[config.mk]
export PLATFORM = sky130hd
export DESIGN_NAME = base128_varint_encoder_top
export DESIGN_NICKNAME = d
export VERILOG_FILES = /design/src/rtl/b128ve_pkg.sv /design/src/rtl/b128ve_ctrl.sv /design/src/rtl/b128ve_dpath.sv /design/src/rtl/base128_varint_encoder_top.sv
export SDC_FILE = /design/constraint.sdc
export NUM_CORES = 1
export LEC_CHECK = 0
export BUFFER_PORTS_ARGS = -buffer_cell sky130_fd_sc_hd__buf_2
export CAP_MARGIN = 40
export CORE_UTILIZATION = 28
export CTS_BUF_LIST = sky130_fd_sc_hd__clkbuf_4
export DETAILED_ROUTE_END_ITERATION = 10
export GPL_TIMING_DRIVEN = 0
export PLACE_DENSITY = 0.53
export RECOVER_POWER = 50
export SLEW_MARGIN = 20
export SYNTH_ARGS = -nofsm -noshare
export SYNTH_HDL_FRONTEND = slang
export SYNTH_SLANG_ARGS = --single-unit
export TNS_END_PERCENT = 10
[constraint.sdc]
create_clock -name clock -period 3.51 [get_ports clock]
set_input_delay 0.351 -clock clock [delete_from_list [all_inputs] [get_ports clock]]
set_output_delay 0.351 -clock clock [all_outputs]
set_load 0.02 [all_outputs]
[src/rtl/b128ve_pkg.sv]
// ----------------------------------------------------------------------------
// b128ve_pkg
// Shared constants and controller/datapath interface types for the
// base-128 varint encoder.
// ----------------------------------------------------------------------------
`default_nettype none

package b128ve_pkg;

   localparam int VALUE_BITS_DEF = 64;   // default encoded value width
   localparam int IN_WIDTH       = 64;   // width of the input value port
   localparam int BYTE_WIDTH     = 8;
   localparam int DIGIT_SHIFT    = 7;

   localparam logic [BYTE_WIDTH-1:0] DIGIT_MASK = 8'h7F;
   localparam logic [BYTE_WIDTH-1:0] CONT_FLAG  = 8'h80;

   // controller -> datapath
   typedef struct packed {
      logic load;   // capture a new value, clear digit count
      logic step;   // store one digit, advance working value
      logic emit;   // move top digit into the output register
   } cmd_type;

   // datapath -> controller
   typedef struct packed {
      logic last_digit;  // digit being stored this cycle is the final one
      logic one_left;    // one digit remains to be emitted
      logic out_free;    // output register can take a beat this cycle
   } status_type;

endpackage

`default_nettype wire

[src/rtl/b128ve_ctrl.sv]
// ----------------------------------------------------------------------------
// b128ve_ctrl
// Controller state machine: accept, extract digits, emit bytes.
// ----------------------------------------------------------------------------
`default_nettype none

module b128ve_ctrl (
   input  wire logic                   clock,
   input  wire logic                   reset,
   input  wire logic                   req_valid,
   output logic                        req_stall,
   input  wire b128ve_pkg::status_type status,
   output b128ve_pkg::cmd_type         cmd
);

   typedef enum logic [2:0] {
      ST_IDLE    = 3'b001,
      ST_EXTRACT = 3'b010,
      ST_EMIT    = 3'b100
   } state_type;

   state_type state_ff, state_in;

   always_comb begin
      state_in = state_ff;
      cmd      = '0;
      unique case (state_ff)
         ST_IDLE: begin
            if (req_valid) begin
               cmd.load = 1'b1;
               state_in = ST_EXTRACT;
            end
         end
         ST_EXTRACT: begin
            cmd.step = 1'b1;
            if (status.last_digit) begin
               state_in = ST_EMIT;
            end
         end
         ST_EMIT: begin
            if (status.out_free) begin
               cmd.emit = 1'b1;
               if (status.one_left) begin
                  state_in = ST_IDLE;
               end
            end
         end
         default: begin
            state_in = ST_IDLE;
         end
      endcase
   end

   // take a new beat only between values
   assign req_stall = (state_ff != ST_IDLE);

   always_ff @(posedge clock) begin
      if (reset) begin
         state_ff <= ST_IDLE;
      end else begin
         state_ff <= state_in;
      end
   end

endmodule

`default_nettype wire

[src/rtl/b128ve_dpath.sv]
// ----------------------------------------------------------------------------
// b128ve_dpath
// Datapath: working value, digit store, digit counter, output register.
// ----------------------------------------------------------------------------
`default_nettype none

module b128ve_dpath #(
   parameter int VALUE_BITS = b128ve_pkg::VALUE_BITS_DEF
) (
   input  wire logic                                  clock,
   input  wire logic                                  reset,
   input  wire logic [b128ve_pkg::IN_WIDTH-1:0]       req_value,
   input  wire logic                                  rsp_stall,
   output logic                                       rsp_valid,
   output logic [b128ve_pkg::BYTE_WIDTH-1:0]          rsp_out_byte,
   output logic                                       rsp_last_byte,
   input  wire b128ve_pkg::cmd_type                   cmd,
   output b128ve_pkg::status_type                     status
);

   localparam int Depth = (VALUE_BITS + b128ve_pkg::DIGIT_SHIFT - 1) / b128ve_pkg::DIGIT_SHIFT;
   localparam int IdxW  = $clog2(Depth);
   localparam int CntW  = $clog2(Depth + 1);
   localparam logic [CntW-1:0] CntOne  = CntW'(1);
   localparam logic [CntW-1:0] CntLast = CntW'(Depth - 1);

   logic [VALUE_BITS-1:0]             work_ff;
   logic [VALUE_BITS-1:0]             work_shift;
   logic [CntW-1:0]                   cnt_ff;
   logic [CntW-1:0]                   cnt_dec;
   logic [b128ve_pkg::BYTE_WIDTH-1:0] store_ff [Depth];
   logic [b128ve_pkg::BYTE_WIDTH-1:0] digit;
   logic                              rsp_valid_ff;
   logic [b128ve_pkg::BYTE_WIDTH-1:0] rsp_byte_ff;
   logic                              rsp_last_ff;

   assign work_shift = work_ff >> b128ve_pkg::DIGIT_SHIFT;
   assign cnt_dec    = cnt_ff - CntOne;

   // low seven bits; continuation flag on every digit but the first found
   always_comb begin
      digit = {1'b0, work_ff[b128ve_pkg::DIGIT_SHIFT-1:0]} & b128ve_pkg::DIGIT_MASK;
      if (cnt_ff != '0) begin
         digit = digit | b128ve_pkg::CONT_FLAG;
      end
   end

   assign status.last_digit = (work_shift == '0) || (cnt_ff == CntLast);
   assign status.one_left   = (cnt_ff == CntOne);
   assign status.out_free   = !rsp_valid_ff || !rsp_stall;

   always_ff @(posedge clock) begin
      if (reset) begin
         work_ff <= '0;
         cnt_ff  <= '0;
      end else if (cmd.load) begin
         work_ff <= req_value[VALUE_BITS-1:0];
         cnt_ff  <= '0;
      end else if (cmd.step) begin
         work_ff <= work_shift - VALUE_BITS'(1);
         cnt_ff  <= cnt_ff + CntOne;
      end else if (cmd.emit) begin
         cnt_ff  <= cnt_dec;
      end
   end

   always_ff @(posedge clock) begin
      if (cmd.step) begin
         store_ff[cnt_ff[IdxW-1:0]] <= digit;
      end
   end

   always_ff @(posedge clock) begin
      if (cmd.emit) begin
         rsp_byte_ff <= store_ff[cnt_dec[IdxW-1:0]];
         rsp_last_ff <= (cnt_ff == CntOne);
      end
   end

   always_ff @(posedge clock) begin
      if (reset) begin
         rsp_valid_ff <= 1'b0;
      end else if (cmd.emit) begin
         rsp_valid_ff <= 1'b1;
      end else if (!rsp_stall) begin
         rsp_valid_ff <= 1'b0;
      end
   end

   assign rsp_valid     = rsp_valid_ff;
   assign rsp_out_byte  = rsp_byte_ff;
   assign rsp_last_byte = rsp_last_ff;

endmodule

`default_nettype wire

[src/rtl/base128_varint_encoder_top.sv]
// ----------------------------------------------------------------------------
// base128_varint_encoder_top
// MSB-first base-128 "minus one" varint encoder, one value in, 1..N bytes out.
// ----------------------------------------------------------------------------
// Usage: req_* carries one unsigned value per beat (low VALUE_BITS bits used);
//   rsp_* returns its encoding, most significant byte first, one byte per
//   beat, rsp_last_byte on the final byte; all other bytes have bit 7 set.
//   A beat moves on a rising edge with valid high and stall low.
// Sequence (n = byte count of the value, 1..ceil(VALUE_BITS/7), 10 for 64 bits):
//   accept, then extraction of the n digits (one 7-bit digit per cycle
//   through the shared shift/decrement unit), then output of the n bytes
//   through the single output register. The next value is accepted while the
//   final byte of the previous one still waits in the output register.
// Reset: synchronous, active high; clears the controller, the working value,
//   the digit count and the output valid. The digit store is written before read.
// Receiver stall: holds the output register; emission pauses and the
//   input side stays stalled until the last byte has entered the output register.
// ----------------------------------------------------------------------------
`default_nettype none

module base128_varint_encoder_top #(
   parameter int VALUE_BITS = b128ve_pkg::VALUE_BITS_DEF
) (
   input  wire logic                             clock,
   input  wire logic                             reset,
   // input channel
   input  wire logic                             req_valid,
   output logic                                  req_stall,
   input  wire logic [b128ve_pkg::IN_WIDTH-1:0]  req_value,
   // result channel
   output logic                                  rsp_valid,
   input  wire logic                             rsp_stall,
   output logic [b128ve_pkg::BYTE_WIDTH-1:0]     rsp_out_byte,
   output logic                                  rsp_last_byte
);

   b128ve_pkg::cmd_type    cmd;
   b128ve_pkg::status_type status;

   // sequence accept / extract / emit
   b128ve_ctrl u_ctrl (
      .clock     (clock),
      .reset     (reset),
      .req_valid (req_valid),
      .req_stall (req_stall),
      .status    (status),
      .cmd       (cmd)
   );

   // hold the working value, digits and the output register
   b128ve_dpath #(
      .VALUE_BITS (VALUE_BITS)
   ) u_dpath (
      .clock         (clock),
      .reset         (reset),
      .req_value     (req_value),
      .rsp_stall     (rsp_stall),
      .rsp_valid     (rsp_valid),
      .rsp_out_byte  (rsp_out_byte),
      .rsp_last_byte (rsp_last_byte),
      .cmd           (cmd),
      .status        (status)
   );

   // continuation flag agrees with the last-byte marker
   assert property (@(posedge clock) disable iff (reset)
      rsp_valid |-> (rsp_last_byte == !rsp_out_byte[7]))
      else $error("continuation flag disagrees with last_byte");

   // a taken non-final byte is followed at once by the next one
   assert property (@(posedge clock) disable iff (reset)
      (rsp_valid && !rsp_stall && !rsp_last_byte) |=> rsp_valid)
      else $error("gap inside a value's byte stream");

   // after taking a value the block is stalled in the next cycle
   assert property (@(posedge clock) disable iff (reset)
      (req_valid && !req_stall) |=> req_stall)
      else $error("input accepted back to back");

   // no byte can appear the cycle after a value is taken
   assert property (@(posedge clock) disable iff (reset)
      (req_valid && !req_stall && !rsp_valid) |=> !rsp_valid)
      else $error("byte emitted before extraction");

endmodule

`default_nettype wire

Word-level counts from Yosys, hierarchy flattened
Memories as Yosys holds them, arrays and structs flattened. A register that Yosys moved wholly into a read port is not among the register bits.
Cells that the tools add are included.

operators by class
  $add $sub $neg = 3
  equal/unequal tests = 11
  multiplexer cells = 19
  reductions and logical operators = 10

operators by type and width
  cell                                                                   number
  64-bit two-way mux                                                     2
  64-bit logical NOT                                                     1
  57-bit by 1-bit subtractor with 58-bit output (second input constant)  1
  3-bit two-way mux                                                      4
  1-bit two-way mux                                                      9
  3-bit case mux with 3 select lines                                     1
  4-bit two-way mux                                                      2
  8-bit two-way mux                                                      1
  2-bit != test (second input constant)                                  4
  4-bit by 1-bit adder with 4-bit output (second input constant)         1
  4-bit by 1-bit == test with 1-bit output (second input constant)       1
  4-bit == test (second input constant)                                  1
  4-bit AND reduction                                                    1
  2-bit nonzero test                                                     2
  4-bit nonzero test                                                     1
  4-bit by 1-bit subtractor with 4-bit output (second input constant)    1
  3-bit by 1-bit == test with 1-bit output (second input constant)       1
  3-bit by 2-bit == test with 1-bit output (second input constant)       1
  3-bit == test (second input constant)                                  1
  3-bit by 1-bit != test with 1-bit output (second input constant)       1
  1-bit logical NOT                                                      2
  1-bit logical OR                                                       2
  2-bit by 1-bit != test with 1-bit output (second input constant)       1
  2-bit OR reduction                                                     1

storage, ports and cells
  bits in registers = 73
  bits in writable memories = 80
  input port bits = 68
  output and inout bits = 11
  word-level logic and storage cells = 49
  memories kept = 1

memory list
  memory            words  width  rd ports  clocked after Yosys merged registers in  write ports  line                RTL
  u_dpath.store_ff  10     8      1         1                                        1            b128ve_dpath.sv:31  logic [b128ve_pkg::BYTE_WIDTH-1:0] store_ff [Depth];

Depth between registers and ports, before layout
  depth after elaboration = 6
  mapped depth = 11
  gate-level depth less buffers = 8

By module
Synthesis repeated with hierarchy kept, for this count alone.

unflattened totals
  cells, all modules = 691
  area, all modules = 7712.4 um2

modules (own cells, without submodules)
  module        instances  cells each  area each (um2)  seq. area each (um2)
  b128ve_dpath  1          668         7532.2           4053.9
  b128ve_ctrl   1          23          180.2            60.1

Worst setup path after synthesis
Ideal clock, no wire load.

  kind = register to register
  start = register u_dpath.cnt_ff[0]
  end = register u_dpath.rsp_byte_ff, in the netlist u_dpath.rsp_out_byte[0], read port of u_dpath.store_ff, data pin
  library setup time = 0.271 ns
  arrival = 2.778 ns
  data required time = 3.239 ns
  path slack = 0.461 ns
  stages on the path, launching flop included = 11
  buffers on the path = 5
  period minus slack after synthesis = 3.049 ns
  path through = dfxtp_1 -> buf_2 -> clkbuf_1 -> clkbuf_1 -> inv_1 -> ha_1 -> buf_1 -> clkbuf_1 -> mux4_2 -> mux2i_1 -> a21oi_1

between the ends
  cells in the longest elaborated chain, start to end = 1

ends and longest elaborated chain
  item                                         line                RTL
  from (decl)                                  b128ve_dpath.sv:29  logic [CntW-1:0] cnt_ff;
  from (signal assigned)                       b128ve_dpath.sv:61  cnt_ff <= cnt_ff + CntOne;
  from (signal assigned)                       b128ve_dpath.sv:63  cnt_ff <= cnt_dec;
  4-bit by 1-bit subtractor with 4-bit output  b128ve_dpath.sv:38  assign cnt_dec = cnt_ff - CntOne;
  to (decl)                                    b128ve_dpath.sv:34  logic [b128ve_pkg::BYTE_WIDTH-1:0] rsp_byte_ff;

No other way between the ends.
A chain may end at the register's enable or synchronous reset.

Worst setup path after layout
  start = register u_dpath.cnt_ff[0]
  end = register u_dpath.rsp_byte_ff, in the netlist u_dpath.rsp_out_byte[5], read port of u_dpath.store_ff, data pin

Same word-level chain as after synthesis.

==> flow_summary.json <==
{
  "ys_ff_latch": 161,
  "synth.top_cell.area_share_pct": 34.8,
  "synth_nets": 775,
  "cp-end-kind": "flop",
  "vias": 6087,
  "viasPerCell": 5.23,
  "ant_nets": 0,
  "cts-htree-levels": 4,
  "cts_tree": "built",
  "period_minus_slack_ns": 3.17,
  "r2r_cells": 8,
  "clock-sinks": 161,
  "synth_xor_area_share_pct": 5.71,
  "numPortBuffers": 78,
  "netlist_top_cells_area": "edfxtp_1 (35%), dfxtp_1 (19%), mux4_2 (4.7%)",
  "peakVddDrop_mv": 0.188,
  "hold_path_class": "primary input to flop",
  "cellLeakagePower_nw": 3.07,
  "grt.total_usage_pct": 16.6,
  "pre_cts_slack_ns": -0.875,
  "total_power_w": 0.00377,
  "yosysSeqAreaShare_pct": 53.6,
  "wirelength_mm": 22.7,
  "ys_top_cells_by_count": "edfxtp_1 (89), dfxtp_1 (72), nor2_1 (61)",
  "cp_max_fo": 19,
  "synth_ff_type": "edfxtp_1",
  "route.detailed.drc": 0,
  "grt_pass1_vias": 5737,
  "nFillCells": 2782,
  "yosysTopAreaCell": "edfxtp_1",
  "grt-ovfl-total": 0,
  "hold_path_depth": 3,
  "cp.required_ns": 3.83,
  "synthArstFlopShare_pct": 0,
  "die_w_microns": 168,
  "ios": 79,
  "start_util_pct": 28.5,
  "dp_hpwl_mm": 16.4,
  "setup_slack_ns": 0.339,
  "yosysUniqueCellTypes": 55,
  "final_core_util_pct": 32.8,
  "cts_buffers": 17,
  "synthAdderAreaFrac_pct": 0.978,
  "yosys_warnings": 0,
  "fin_skew_ns": 0.0206,
  "setup_viol": 0,
  "synth-compound-area-share_pct": 12.5,
  "core_sq_mm": 0.0270,
  "cp.arrival_ns": 3.49,
  "grt_pass1_wl_mm": 35.2,
  "drtIter0Drc": 559,
  "critPathKind": "flop to flop",
  "hold_viol": 0,
  "rsz0062_at_grt": "no",
  "status": "complete, no violations",
  "antenna_found_initial": 1,
  "synthSimpleGateAreaFrac_pct": 18.9,
  "cap_violations": 0,
  "start_kind": "flop",
  "fmax_mhz": 315,
  "drv_slew": 0,
  "worst_pin_slew_ns": 1.32,
  "synth_edf_count": 89,
  "globalplace.congestion": 0.877,
  "synth_top_family_by_area": "simple AND/OR/NAND/NOR gates",
  "finalNetCount": 882,
  "cts_buffer_depth": 2,
  "relSlewSlack_pct": 12.2,
  "fp.dieH_microns": 168,
  "clk-insertion-delay-late_ns": 0.57,
  "clock_tree.root_cell": "clkbuf_4",
  "dr.pass1.iters": 5,
  "netlist_area_sq_mm": 0.00767,
  "drive_gt1_share_pct": 16.2,
  "synth.most_common_cell": "edfxtp_1",
  "period_share_pct": 90.4,
  "core.rowCount": 60,
  "postSynthAreaPerCell_sq_um": 10.9,
  "muxShareOfSynthArea_pct": 5.87,
  "path_clk_slew_ns": 0.15,
  "netlist_instances": 701,
  "wl_per_cell_microns": 19.5,
  "power_density_mw_per_mm2": 427,
  "grt_start_max_net_pins": 20,
  "dieArea_sq_mm": 0.0281,
  "area.growth.synth_to_final_pct": 15.0
}
worst max-delay path: stages (launching register included):
cell and delay [ns]:
dfxtp_1 0.37, buf_2 0.31, clkbuf_2 0.34, clkbuf_1 0.46, inv_1 0.26, ha_4 0.51
mux4_2 0.38, mux2i_1 0.18, a21oi_1 0.09
through the flow:
stage               cell area [sq um]  setup TNS (ns)  hold slack, ns  cells
finish                           8830               0          0.0322   1163
global placement                 8490           -6.28           0.496   1120
detailed placement               8520           -6.57           0.506   1121
global route                     8830               0         0.00322   1163
CTS                              8850               0         0.00255   1160
floorplan                        7670               0           0.474    701
routing by layer:
layer	routed length, microns	global-route usage [%]
met1	10500	23.4
met3	1270	2.84
met2	10500	25.9
met5	0	0
met4	401	5.07
power by group:
part / total (W) / internal [W] / switching (W)
Sequential: 0.00214 / 0.00205 / 0.0000953
Clock: 0.00103 / 0.000314 / 0.000719
Combinational: 0.000593 / 0.000229 / 0.000364
Total: 0.00377 / 0.00259 / 0.00118
worst paths after layout:
path | slack, ns | from | to
worst max-delay path | 0.34 | u_dpath.cnt_ff[0] | u_dpath.rsp_out_byte[5]
worst min-delay path | 0.03 | req_value[10] | u_dpath.work_ff[10]
worst max register to register | 0.34 | u_dpath.cnt_ff[0] | u_dpath.rsp_out_byte[5]
worst min register to register | 0.51 | u_dpath.rsp_valid | u_dpath.rsp_valid
flip-flops by register name (all words and copies together) (netlist names):
name                   flops
u_dpath.rsp_last_byte      1
u_dpath.rsp_out_byte       8
u_dpath.store_ff          80
u_dpath.cnt_ff             4
u_dpath.work_ff           64
u_ctrl.state_ff            3
u_dpath.rsp_valid          1
area by class of cell:
class / count / area, sq um / share of cell area, %
antenna: 1 / 2.50 / 0.0283
buffer: 39 / 149 / 1.69
clock buffer: 19 / 143 / 1.62
clock inverter: 13 / 104 / 1.18
inverter: 9 / 33.8 / 0.383
multi-input combinational: 490 / 3360 / 38.1
sequential: 161 / 4110 / 46.6
tap: 341 / 427 / 4.83
timing repair buffer: 90 / 494 / 5.60
timing repair:
action | in CTS | in global routing
setup endpoints to repair | 9 | 8
hold buffers | 9 | 1
resized for setup | 2 | 2
hold endpoints to repair | 9 | 1
setup buffers | 0 | 0
cell families (layout without fill, tap and decap cells):
logic type,count (synthesis),count (layout)
buffers and inverters,50,170
adders and majority gates,6,6
and+or+nand+nor,257,257
muxes,25,25
other,0,1
DFF,161,161
AOI/OAI and AO/OA,152,152
xor gates and xnor gates,50,50
cell usage in the layout, fill, tap and decap left out, types with 5 or more instances in the layout:
master         instances
mux4_2                16
nand3_1               26
dfxtp_1               72
clkbuf_1              46
o21ai_0               17
o22ai_1               15
and2_1                 7
xor2_1                32
or3_1                  8
dlygate4sd3_1         10
nand3b_1               7
clkbuf_4              19
ha_1                   5
nor2_1                61
inv_1                  9
nor3_1                25
and4_1                 5
nand2_1               44
and3_1                21
inv_6                  6
a21oi_1               48
mux2i_1                9
xnor2_1               17
nand2b_1               5
a31oi_1               16
a211oi_1              18
a22oi_1               16
nand4_1                7
nor2b_1               10
nor4_1                12
buf_2                 67
edfxtp_1              89
Note: power is estimated with default switching activity, not from simulation.
